File: config.mk
export PLATFORM = sky130hd
export DESIGN_NAME = sliding_window_rate_limiter
export DESIGN_NICKNAME = d
export VERILOG_FILES = /design/src/rtl/swrl_pkg.sv /design/src/rtl/sliding_window_rate_limiter.sv
export SDC_FILE = /design/constraint.sdc
export NUM_CORES = 1
export LEC_CHECK = 0
export BUFFER_PORTS_ARGS = -buffer_cell sky130_fd_sc_hd__buf_2
export CORE_ASPECT_RATIO = 1.75
export CORE_UTILIZATION = 62
export DETAILED_ROUTE_END_ITERATION = 7
export PLACE_DENSITY_LB_ADDON = 0.2
export SYNTH_ARGS = -nofsm -noshare
export SYNTH_HDL_FRONTEND = slang
export SYNTH_SLANG_ARGS = --single-unit
File: constraint.sdc
create_clock -name clk_i -period 6.7 [get_ports clk_i]
set_clock_uncertainty 0.15 [all_clocks]
set_input_delay 0.335 -clock clk_i [delete_from_list [all_inputs] [get_ports clk_i]]
set_output_delay 0.335 -clock clk_i [all_outputs]
set_load 0.02 [all_outputs]
File: src/rtl/swrl_pkg.sv
package swrl_pkg;

  localparam int RING_DEPTH_DEF = 16;
  localparam int STAMP_BITS_DEF = 32;
  localparam int STAMP_MAX_BITS = 64;

  localparam int TIME_BITS     = 32;
  localparam int WINDOW_BITS   = 32;
  localparam int ALLOWED_BITS  = 5;
  localparam int OCC_BITS      = 5;
  localparam int CFG_IDX_BITS  = 2;
  localparam int CFG_DATA_BITS = 32;

  localparam logic [ALLOWED_BITS-1:0] ALLOWED_RESET = 5'd3;
  localparam logic [WINDOW_BITS-1:0]  WINDOW_RESET  = 32'd10;

  typedef enum logic [CFG_IDX_BITS-1:0] {
    CFG_ALLOWED_CALLS = 2'd0,
    CFG_WINDOW_TICKS  = 2'd1
  } cfg_reg_e;

endpackage

File: src/rtl/sliding_window_rate_limiter.sv
// Sliding-window log rate limiter. A request is taken when start_i is high
// while busy_o is low, and one result (granted_o, occupancy_o) appears for a
// single cycle with done_o high; the receiver cannot stall it, so it must
// capture the result on that cycle. The timestamps of granted requests are held
// in a ring memory with a registered read port; expiry walks the ring from the
// head one entry per cycle, dropping expired entries until one is still inside
// the window or the ring is empty, and then the grant decision is made (an empty
// ring goes straight to it). A new request may be started in the cycle where
// done_o is high. Configuration writes are taken while busy_o is low.
module sliding_window_rate_limiter #(
  parameter int RING_DEPTH = swrl_pkg::RING_DEPTH_DEF,
  parameter int STAMP_BITS = swrl_pkg::STAMP_BITS_DEF
) (
  input  logic                               clk_i,
  input  logic                               rst_ni,
  input  logic                               start_i,
  output logic                               busy_o,
  input  logic [swrl_pkg::TIME_BITS-1:0]     request_time_i,
  output logic                               done_o,
  output logic                               granted_o,
  output logic [swrl_pkg::OCC_BITS-1:0]      occupancy_o,
  input  logic                               cfg_valid_i,
  output logic                               cfg_ready_o,
  input  logic [swrl_pkg::CFG_IDX_BITS-1:0]  cfg_index_i,
  input  logic [swrl_pkg::CFG_DATA_BITS-1:0] cfg_data_i
);
  import swrl_pkg::*;

  localparam int IdxW = (RING_DEPTH > 1) ? $clog2(RING_DEPTH) : 1;
  localparam int CntW = $clog2(RING_DEPTH + 1);
  localparam int SumW = CntW + 1;
  localparam int LimW = (CntW > ALLOWED_BITS) ? CntW : ALLOWED_BITS;

  typedef logic [STAMP_BITS-1:0] stamp_t;

  typedef enum logic [2:0] {
    ST_IDLE   = 3'b001,
    ST_CHECK  = 3'b010,
    ST_DECIDE = 3'b100
  } state_e;

  state_e                  state_q, state_d;
  logic [IdxW-1:0]         head_q, head_d;
  logic [CntW-1:0]         count_q, count_d;
  stamp_t                  now_q, now_d;
  logic [ALLOWED_BITS-1:0] allowed_q;
  logic [WINDOW_BITS-1:0]  window_q;
  logic                    done_q, done_d;
  logic                    granted_q, granted_d;
  logic [OCC_BITS-1:0]     occ_q, occ_d;

  stamp_t                  ring [RING_DEPTH];
  stamp_t                  rd_data_q;
  logic                    rd_en;
  logic [IdxW-1:0]         rd_addr;
  logic                    wr_en;
  logic [IdxW-1:0]         wr_addr;

  logic [STAMP_MAX_BITS-1:0] time_ext;
  logic [STAMP_MAX_BITS-1:0] window_ext;
  stamp_t                    win;
  stamp_t                    age;
  logic [IdxW-1:0]           head_inc;
  logic [SumW-1:0]           tail_sum;
  logic [SumW-1:0]           tail_wrap;
  logic [LimW-1:0]           allowed_ext;
  logic [LimW-1:0]           limit;

  assign time_ext    = STAMP_MAX_BITS'(request_time_i);
  assign window_ext  = STAMP_MAX_BITS'(window_q);
  assign win         = window_ext[STAMP_BITS-1:0];
  assign age         = now_q - rd_data_q;
  assign head_inc    = (head_q == IdxW'(RING_DEPTH - 1)) ? '0 : head_q + 1'b1;
  assign tail_sum    = SumW'(head_q) + SumW'(count_q);
  assign tail_wrap   = (tail_sum >= SumW'(RING_DEPTH)) ? tail_sum - SumW'(RING_DEPTH)
                                                       : tail_sum;
  assign wr_addr     = tail_wrap[IdxW-1:0];
  assign allowed_ext = LimW'(allowed_q);
  assign limit       = (allowed_ext > LimW'(RING_DEPTH)) ? LimW'(RING_DEPTH) : allowed_ext;

  always_comb begin
    state_d   = state_q;
    head_d    = head_q;
    count_d   = count_q;
    now_d     = now_q;
    done_d    = 1'b0;
    granted_d = granted_q;
    occ_d     = occ_q;
    rd_en     = 1'b0;
    rd_addr   = head_q;
    wr_en     = 1'b0;
    case (state_q)
      ST_IDLE: begin
        if (start_i) begin
          now_d = time_ext[STAMP_BITS-1:0];
          if (count_q == '0) begin
            state_d = ST_DECIDE;
          end else begin
            rd_en   = 1'b1;
            state_d = ST_CHECK;
          end
        end
      end
      ST_CHECK: begin
        if (age >= win) begin
          head_d  = head_inc;
          count_d = count_q - 1'b1;
          if (count_q != CntW'(1)) begin
            rd_en   = 1'b1;
            rd_addr = head_inc;
          end else begin
            state_d = ST_DECIDE;
          end
        end else begin
          state_d = ST_DECIDE;
        end
      end
      ST_DECIDE: begin
        granted_d = 1'b0;
        if (LimW'(count_q) < limit) begin
          wr_en     = 1'b1;
          count_d   = count_q + 1'b1;
          granted_d = 1'b1;
        end
        occ_d   = OCC_BITS'(count_d);
        done_d  = 1'b1;
        state_d = ST_IDLE;
      end
      default: begin
        state_d = ST_IDLE;
      end
    endcase
  end

  always_ff @(posedge clk_i or negedge rst_ni) begin
    if (!rst_ni) begin
      state_q <= ST_IDLE;
      head_q  <= '0;
      count_q <= '0;
      done_q  <= 1'b0;
    end else begin
      state_q <= state_d;
      head_q  <= head_d;
      count_q <= count_d;
      done_q  <= done_d;
    end
  end

  always_ff @(posedge clk_i) begin
    now_q     <= now_d;
    granted_q <= granted_d;
    occ_q     <= occ_d;
  end

  always_ff @(posedge clk_i or negedge rst_ni) begin
    if (!rst_ni) begin
      allowed_q <= ALLOWED_RESET;
      window_q  <= WINDOW_RESET;
    end else if (cfg_valid_i && cfg_ready_o) begin
      case (cfg_index_i)
        CFG_ALLOWED_CALLS: allowed_q <= cfg_data_i[ALLOWED_BITS-1:0];
        CFG_WINDOW_TICKS:  window_q  <= cfg_data_i[WINDOW_BITS-1:0];
        default: begin
        end
      endcase
    end
  end

  always_ff @(posedge clk_i) begin
    if (wr_en) begin
      ring[wr_addr] <= now_q;
    end
    if (rd_en) begin
      rd_data_q <= ring[rd_addr];
    end
  end

  assign busy_o      = (state_q != ST_IDLE);
  assign cfg_ready_o = (state_q == ST_IDLE);
  assign done_o      = done_q;
  assign granted_o   = granted_q;
  assign occupancy_o = occ_q;

  assert property (@(posedge clk_i) disable iff (!rst_ni)
    done_q |-> $past(state_q == ST_DECIDE))
    else $error("Result strobe without a decision cycle.");

  assert property (@(posedge clk_i) disable iff (!rst_ni)
    count_q <= CntW'(RING_DEPTH))
    else $error("Ring occupancy exceeds the ring depth.");

  assert property (@(posedge clk_i) disable iff (!rst_ni)
    (done_q && granted_q) |-> (count_q != '0))
    else $error("Granted request left the ring empty.");

  assert property (@(posedge clk_i) disable iff (!rst_ni)
    (start_i && !busy_o) |=> busy_o)
    else $error("Accepted request did not raise busy.");

endmodule
==> run summary, run 1 <==
Data arrives at the worst endpoint at 6.63 ns. Power spread over the standard cell area amounts to 460.5 nW/um^2. The number of enable-type register cells in the synthesized netlist came out at 582. The run gives 0 as the final-report hold violation count.

The number of I/O port buffers works out to 78. The run gives 2254 as the number of nets in the layout. The clock insertion delay at the later pin of the skew report was 0.60 ns; the wire length of the first global-routing pass was 107.0 mm. STA classifies the critical path startpoint as a register.

The fraction of final layout cells with drive strength greater than 1 is 16.10%. In the global route stage, met1 resource usage came out at 39.30%. The most heavily used metal layer in global routing is met2. The floorplan step defined a die boundary enclosing 44880 sq um.

TritonCTS built the clock tree. Cells fill 72.71% of the core in the end. The run gives 2 as the number of H-tree levels. The first-iteration detailed-routing DRC count was 1940. The flow ran to the end, and the final reports show no timing, DRC or antenna violations. The clock sink count is 632, and the placement row count is 101. Synthesis inferred 632 register bits. The mean area per synthesized cell came out at 14.17 sq um. The run gives 0 as the number of warnings printed during yosys synthesis. The tools report the type of element capturing the critical path as a register.

The congestion estimate from routability-driven global placement came to 0.9263. After layout, the worst path uses 96.04% of the clock period. The run gives 28.47% as the worst-case headroom to the max-slew limit. Setup violations remaining at the end of the flow were counted as 0. After synthesis the cells add up to 27280 sq um.

From synthesis to final layout, the design area changed by 15.51%. The region available for standard cell placement spans 43350 sq um. In the global route stage, met3 resource usage came out at 3.687%.

Async set or reset register ratio after synthesis: 7.911%. By startpoint and endpoint, the worst setup path is classified as register to register. For the worst setup path, the data required time is 6.90 ns. Static timing analysis puts the maximum clock frequency at 155.4 MHz. The layout filler cell count was 2768. The largest driver fanout on the critical path came out at 40. The routed design has 71.45 mm of wire. For this run, the total global-route usage over all layers was measured as 32.26%.

Entering global routing, the biggest net connects 59 pins. The detailed-route wire length per cell was 26.31 um; the met2 usage in global routing was 56.54%. The buffer cell driving the clock tree root was clkbuf_16. The vertical die dimension was 279.5 um. The path class of the tightest hold or removal check is input port to register. In this run, distinct cell masters in the synthesized netlist total 64.

Number of buffers added by the clock tree synthesis step: 54. The wire-length estimate of the detail-placed layout is 42.15 mm. Synthesis produced 1926 cells. Top-level I/O count: 79.

At the placement stage, the worst setup path has a slack of 0.02753 ns. Dividing the detail-routed via count by the number of cells gives 6.560. The tools report the max-slew violation count as 0.

At the pin with the least slew margin, the transition time is 1.058 ns. Leading register cell type out of synthesis: edfxtp_1. Once the floorplan was initialized, standard cells occupied 62.94% of the core. Global routing finished with a remaining overflow of 0.

The number of iterations in the first detailed-routing pass is 6, and the remaining design rule violation count is 0. After layout, the minimum clock period comes to 6.434 ns. The count of nets left with antenna violations once routing finished came out at 0. The number of antenna violations at the first check in global routing is 0, and the die boundary width is 160.6 um. For the number of global-route vias before repair, the log shows 17868. Across all layers, the routed design uses 17818 vias. The worst setup slack after layout came out at 0.2656 ns. The register clock-pin slew on the reported worst setup and hold paths came out at 0.06 ns. Counting every net in the synthesized netlist gives 2072. The longest clock path from root to sink contains 3 buffers. Summing the sequential cell areas from Yosys gives 68.67% of the chip area. The worst supply voltage drop on vdd is 0.0002877 V, and the number of max-cap violations is 0. For this design the static power due to leakage is 11.75 nW.
metrics by stage:
step	std cells	cell area (sq um)	total power, mW	hold WS, ns	TNS [ns]
after global placement	2542	29070	11.21	0.3260	0
final	2716	31520	14.51	0.01558	0
after detailed placement	2542	29070	11.41	0.3350	0
after floorplan	1926	27280	9.278	-0.1106	0
after CTS	2706	31400	14.41	0.008387	0
after global routing	2715	31510	15.26	0.08023	-0.008645
cells by family (layout without fill, tap and decap cells):
logic type      count (synthesis)  after routing  synth area share (%)
fa+ha+maj                      76             76                 3.540
simple gates                  483            483                 8.439
flops                         632            632                 68.67
mux                            71             71                 2.953
compound gates                433            433                 12.35
buf+inv                       192            415                 2.798
other cells                     0              1                     0
xor+xnor                       39             39                 1.252
critical path, cell delays in order, from the launching register on:
cell	delay, ns
edfxtp_1	0.49
ha_1	0.42
nand3_1	0.20
a2111oi_1	0.38
o31ai_1	0.20
a31oi_1	0.21
o22ai_1	0.17
o21ai_1	0.23
a21oi_1	0.14
a311oi_1	0.38
xor2_1	0.13
ha_1	0.31
nand4_1	0.21
nor4_4	0.41
o211a_1	0.26
o211ai_2	0.17
nand2_2	0.20
mux2_4	0.46
buf_12	0.24
a211oi_1	0.35
a311oi_1	0.09
a2111o_1	0.36
power by group:
group	leakage [nW]	total [mW]	internal (mW)	switching, mW
Combinational	5.09	6.28	2.51	3.77
Sequential	5.86	5.24	4.94	0.306
Clock	0.806	2.99	1.61	1.38
Total	11.8	14.5	9.06	5.46
area by class of cell:
type                    instances  area [sq um]  area share, %
repair buffers                239          2117          6.717
flip-flops and latches        632         18730          59.44
multi-input cells            1102          8003          25.39
clock buffers                  63          1406          4.462
inverters                      79         296.5         0.9409
clock inverters                34         247.7         0.7861
well taps                     566         708.2          2.247
diodes                          1         2.502       0.007940
Yosys cell counts (4+ instances only):
master	n	area (sq um)
o21ai_0	28	140.1
buf_1	6	22.52
a211oi_1	104	780.8
o21a_1	4	30.03
ha_1	74	925.9
mux2_2	60	675.7
a211o_1	34	297.8
a311oi_1	65	569.3
nor3_1	11	55.05
a21oi_1	48	240.2
xnor2_1	28	245.2
and3_1	133	832.1
edfxtp_1	582	17480
nand2_1	241	904.6
nor2_1	42	157.7
a2111o_1	33	371.6
dfrtp_1	45	1126
nand2b_1	8	50.05
o22ai_1	5	31.28
mux2_1	9	101.4
clkbuf_1	88	330.3
buf_2	16	80.08
nand4_1	10	62.56
dfstp_2	5	131.4
nand3_1	13	65.06
a31oi_1	37	231.5
a21o_1	14	105.1
o211a_1	34	340.3
nor2b_1	6	37.54
xor2_1	11	96.34
inv_1	79	296.5
what timing repair did:
action / in CTS / in global routing
resized for setup: 1 / 9
endpoints found under the hold margin: 115 / 0
setup buffers: 0 / 9
setup endpoints to repair: 9 / 32
hold buffers: 67 / 0
path summary, 6_finish.rpt:
path | from | to | slack, ns | cells after the start
min in group asynchronous | rst_ni | head_q[2]$_DFFE_PN0N_ | 0.24 | 3
min reg2reg | win[9]$_DFFE_PN0P_ | win[9]$_DFFE_PN0P_ | 0.36 | 1
max | now_q[10]$_DFFE_PP_ | rd_data_q[27]$_DFFE_PP_ | 0.27 | 21
min | cfg_index_i[0] | allowed_ext[4]$_DFFE_PN0P_ | 0.02 | 4
max in group asynchronous | rst_ni | win[8]$_DFFE_PN0P_ | 5.71 | 3
max reg2reg | now_q[10]$_DFFE_PP_ | rd_data_q[27]$_DFFE_PP_ | 0.27 | 21
placed cells by master (no fill, tap or decap), drive strengths merged, types with 5 or more instances in the layout:
cell,count
edfxtp,582
mux2,70
a211o,34
xor2,11
nand2,242
a211oi,105
nor2,42
xnor2,28
a21o,14
nand4,10
a311oi,65
nand3,14
inv,81
o211a,34
clkbuf,63
a21oi,48
nand2b,8
clkinv,26
dfrtp,45
dfstp,5
a2111o,33
nor3,11
ha,74
nor2b,6
buf,172
o21ai,31
o22ai,5
dlygate4sd3,67
and3,133
a31oi,37
registers in the layout, summed over array words and instances, names as in the netlist:
| register | cells |
|---|---|
| count_q | 5 |
| win | 32 |
| done_o | 1 |
| allowed_ext | 5 |
| occupancy_o | 5 |
| state_q | 3 |
| granted_o | 1 |
| ring | 512 |
| head_q | 4 |
| rd_data_q | 32 |
| now_q | 32 |
layer usage:
metal / part of all wire (%) / vias up
li1: - / 7842
met2: 51 / 895
met5: 0 / -
met4: 5.2 / 0
met1: 36 / 8880
met3: 7.2 / 201
Power figures use the tool's default switching activity.
==> inputs of run 2 (changes only) <==
ABC_AREA = 1   (was default)
CORE_UTILIZATION = 45   (was 62)
==> run summary, run 2 <==
The share of synthesized area occupied by flip-flops and latches was 64.40% (-4.3 points); the largest stage delay on the critical path was 0.54 ns (+0.05 ns). The residual overflow from global routing is 0 (unchanged). The area share of the largest cell type after synthesis was 60.08% (-4.0 points). STA classifies the critical path startpoint as a register. The run gives 0 (unchanged) as the remaining design rule violation count. The tools report the buffer cell driving the clock tree root as clkbuf_16.

The largest driver fanout on the critical path was 152 (+280%); the post-synthesis instance area was 29090 sq um (+6.6%). Number of buffers on the longest clock path: 3 (unchanged). The library cell used most frequently in the layout, excluding fill and tap cells, is nand2_1. The biggest area contributor in the post-synthesis netlist is edfxtp_1. The tools report the placeable core region as 64020 sq um (+48%). Setup repair after global routing left no endpoint under its margin. First-iteration detailed-routing DRC count: 1909 (-1.6%). The clock insertion delay at the later pin of the skew report was 0.64 ns (+0.04 ns). For the number of library cell types mapped by synthesis, the log shows 42 (-34%). The vertical die dimension was 338.3 um (+21%). The run gives 69 (+3.0%) as the count of hold buffers inserted by post-cts repair.

The tools report the worst path arrival time as 6.11 ns (-0.52 ns). The number of resized instances in the post-cts repair step is 0 (-1), and the pin count of the biggest net entering global routing is 185 (+210%). The clock sink count is 632 (unchanged). The post-route fraction of the period consumed by the critical path works out to 87.77% (-8.3 points). The tools report the number of buffers added by the clock tree synthesis step as 57 (+5.6%).

The post-placement worst setup slack is 0.9370 ns (+0.9095 ns), and the routing usage on met3 is 2.720% (-0.97 points). The final critical path time including I/O delays and setup was 5.881 ns (-0.5538 ns); the initial standard-cell utilization of the core was 45.44% (-18 points). Final-report hold violation count: 0 (unchanged). The number of iterations in the first detailed-routing pass came out at 5 (-1).

The number of I/O port buffers works out to 78 (unchanged). The top-level I/O count is 79 (unchanged), and the number of max-cap violations is 0 (unchanged). The mean area per synthesized cell was 10.40 sq um (-27%); the number of setup buffers added after CTS was 0 (unchanged).

met2 is the most crowded layer. For the number of antenna violations at the first check in global routing, the log shows 0 (unchanged). The async set or reset register ratio after synthesis was 7.911% (unchanged); the net count after synthesis was 2944 (+42%). Ranked by total cell area, the synthesized netlist is headed by edfxtp_1 (60%), nand3_1 (10%), nand2_1 (8.6%). The critical path data required time was 6.93 ns (+0.03 ns); the number of cells traversed by the worst register-to-register path was 28 (+33%). The register clock-pin slew on the reported worst setup and hold paths is 0.07 ns (about the same). Number of nets still failing antenna checks after routing: 0 (unchanged). After synthesis, the most frequently instantiated cells are nand2_1 (668), nand3_1 (603), edfxtp_1 (582). The overall die area came out at 65700 sq um (+46%). The logs give 0.9178 (-0.92%) for the routability congestion estimate from global placement and 2798 (+45%) for the instance count of the mapped netlist. Worst hold path stage count: 5 (+1). The worst setup slack after layout came out at 0.8194 ns (+0.5538 ns). The type of element capturing the critical path is a register. The run gives 44.84 mm (+6.4%) as the half-perimeter wire length of the detailed placement result. Detailed-route wire length per cell: 21.26 um (-19%). For the number of global-route vias before repair, the log shows 19853 (+11%). The logs give 29.63% (-9.7 points) for the global routing met1 resource utilization and 80.09 mm (+12%) for the overall routed net length. The synthesis-stage register bit count is 632 (unchanged), and the final setup TNS is 0 ns (unchanged). The run gives 3054 (+35%) as the number of nets in the layout. Compared with the post-synthesis result, the final layout area differs by 13.48%. The run gives 13.85 nW (+18%) as the leakage power. The leading register cell type out of synthesis is edfxtp_1.

The wire length of the first global-routing pass is 120.3 mm (+12%), and the die boundary width is 194.2 um (+21%). The number of vias per cell after detailed routing is 5.478 (-16%), and the power per unit of standard cell area is 449.7 nW/um^2 (-2.4%). The slowest stage of the critical path belongs to the cell buf_12. The final standard cell utilization of the core was 51.56% (-21 points); the placement row count was 123 (+22%).

Number of flip-flops under the largest register name: 512 (unchanged). The flow ran to the end, and the final reports show no timing, DRC or antenna violations. The run gives 0 (unchanged) as the number of warnings printed during yosys synthesis.

The via total after detailed routing came out at 20641 (+16%). The tightest min-delay check is of the input port to register type. The achievable clock frequency is 170.1 MHz (+9.4%), and the met2 usage in global routing is 42.60% (-14 points).

The most frequently used cell type in the post-synthesis netlist is nand2_1. The top cell types in the final layout, fill and taps aside, are nand2_1 (666), nand3_1 (603), edfxtp_1 (582), inv_1 (378), a21oi_1 (80). TritonCTS built the clock tree.

The number of H-tree levels was 2 (unchanged). The tools report the antenna diode count as 0 (-1). The tools report the global-route usage over all layers as 24.26% (-8.0 points). The start-to-end type of the worst setup path was register to register. The worst-case headroom to the max-slew limit was 24.04% (-4.4 points).

Among the stages of the critical path, the cell type that occurs most often is nand3_1. The transition time at the pin with the least slew margin works out to 1.139 ns (+0.08129 ns). The worst supply voltage drop on vdd came out at 0.0003262 V (+13%). The number of enable-type register cells in the synthesized netlist is 582 (unchanged).

Register name with the most flops: ring. The max-slew violation count is 0 (unchanged), and the fraction of final layout cells with drive strength greater than 1 is 8.525% (-7.6 points). The tools report the total setup violations reported at the end of the flow as 0 (unchanged).
==> run 2: stage by stage <==
stage / hold slack [ns] / std cells / cell area, sq um / total power, mW
after floorplan: -0.1106 / 2798 / 29090 / 9.574
after global placement: 0.3318 / 3592 / 30410 / 11.39
after detailed placement: 0.3309 / 3592 / 30410 / 11.50
after CTS: 0.03173 / 3768 / 33010 / 14.89
after global routing: 0.1760 / 3768 / 33010 / 15.74
final: 0.05406 / 3768 / 33010 / 14.84
==> run 2: path summary, 6_finish.rpt <==
path | endpoint | slack (ns) | start
max | rd_data_q[1]$_DFFE_PP_ | 0.82 | now_q[1]$_DFFE_PP_
min | allowed_ext[0]$_DFFE_PN1P_ | 0.05 | cfg_valid_i
max reg2reg | rd_data_q[1]$_DFFE_PP_ | 0.82 | now_q[1]$_DFFE_PP_
min reg2reg | win[1]$_DFFE_PN1P_ | 0.35 | win[1]$_DFFE_PN1P_
max in group asynchronous | win[25]$_DFFE_PN0P_ | 5.36 | rst_ni
min in group asynchronous | count_q[1]$_DFFE_PN0P_ | 0.30 | rst_ni
==> run 2: logic make-up after synthesis <==
group	count (synthesis)	synth area share [%]
buffers and inverters	522	7.437
XOR/XNOR	41	1.234
flip-flops	632	64.40
adder cells (fa/ha/maj)	76	3.321
AND/OR/NAND/NOR	1382	20.83
AO/OA/AOI/OAI	145	2.779
==> run 2: layer usage <==
layer  part of all wire [%]  wire length [um]
met1                     39             31160
met3                    5.7              4543
met2                     51             40570
met4                    4.8              3823
met5                      0                 0
==> run 2: layout make-up <==
cell class	count	area, sq um
tap	812	1016
fill	5598	31010
clock inverter	39	405.4
clock buffer	68	1499
sequential	632	18730
inverter	381	1430
multi-input combinational	1644	8381
timing repair buffer	192	1544
==> run 2: worst max-delay path: cells and delay by family (launching register included) <==
| kind | cells | cell delay [ns] |
|---|---|---|
| simple gates | 21 | 2.54 |
| buf+inv | 2 | 0.79 |
| fa+ha+maj | 2 | 0.77 |
| compound gates | 2 | 0.54 |
| flops | 1 | 0.48 |
| xor+xnor | 1 | 0.16 |
==> run 2: report_power, final <==
group / internal (mW) / switching, mW
clock network: 1.84 / 1.51
logic: 1.97 / 4.20
registers: 4.96 / 0.356
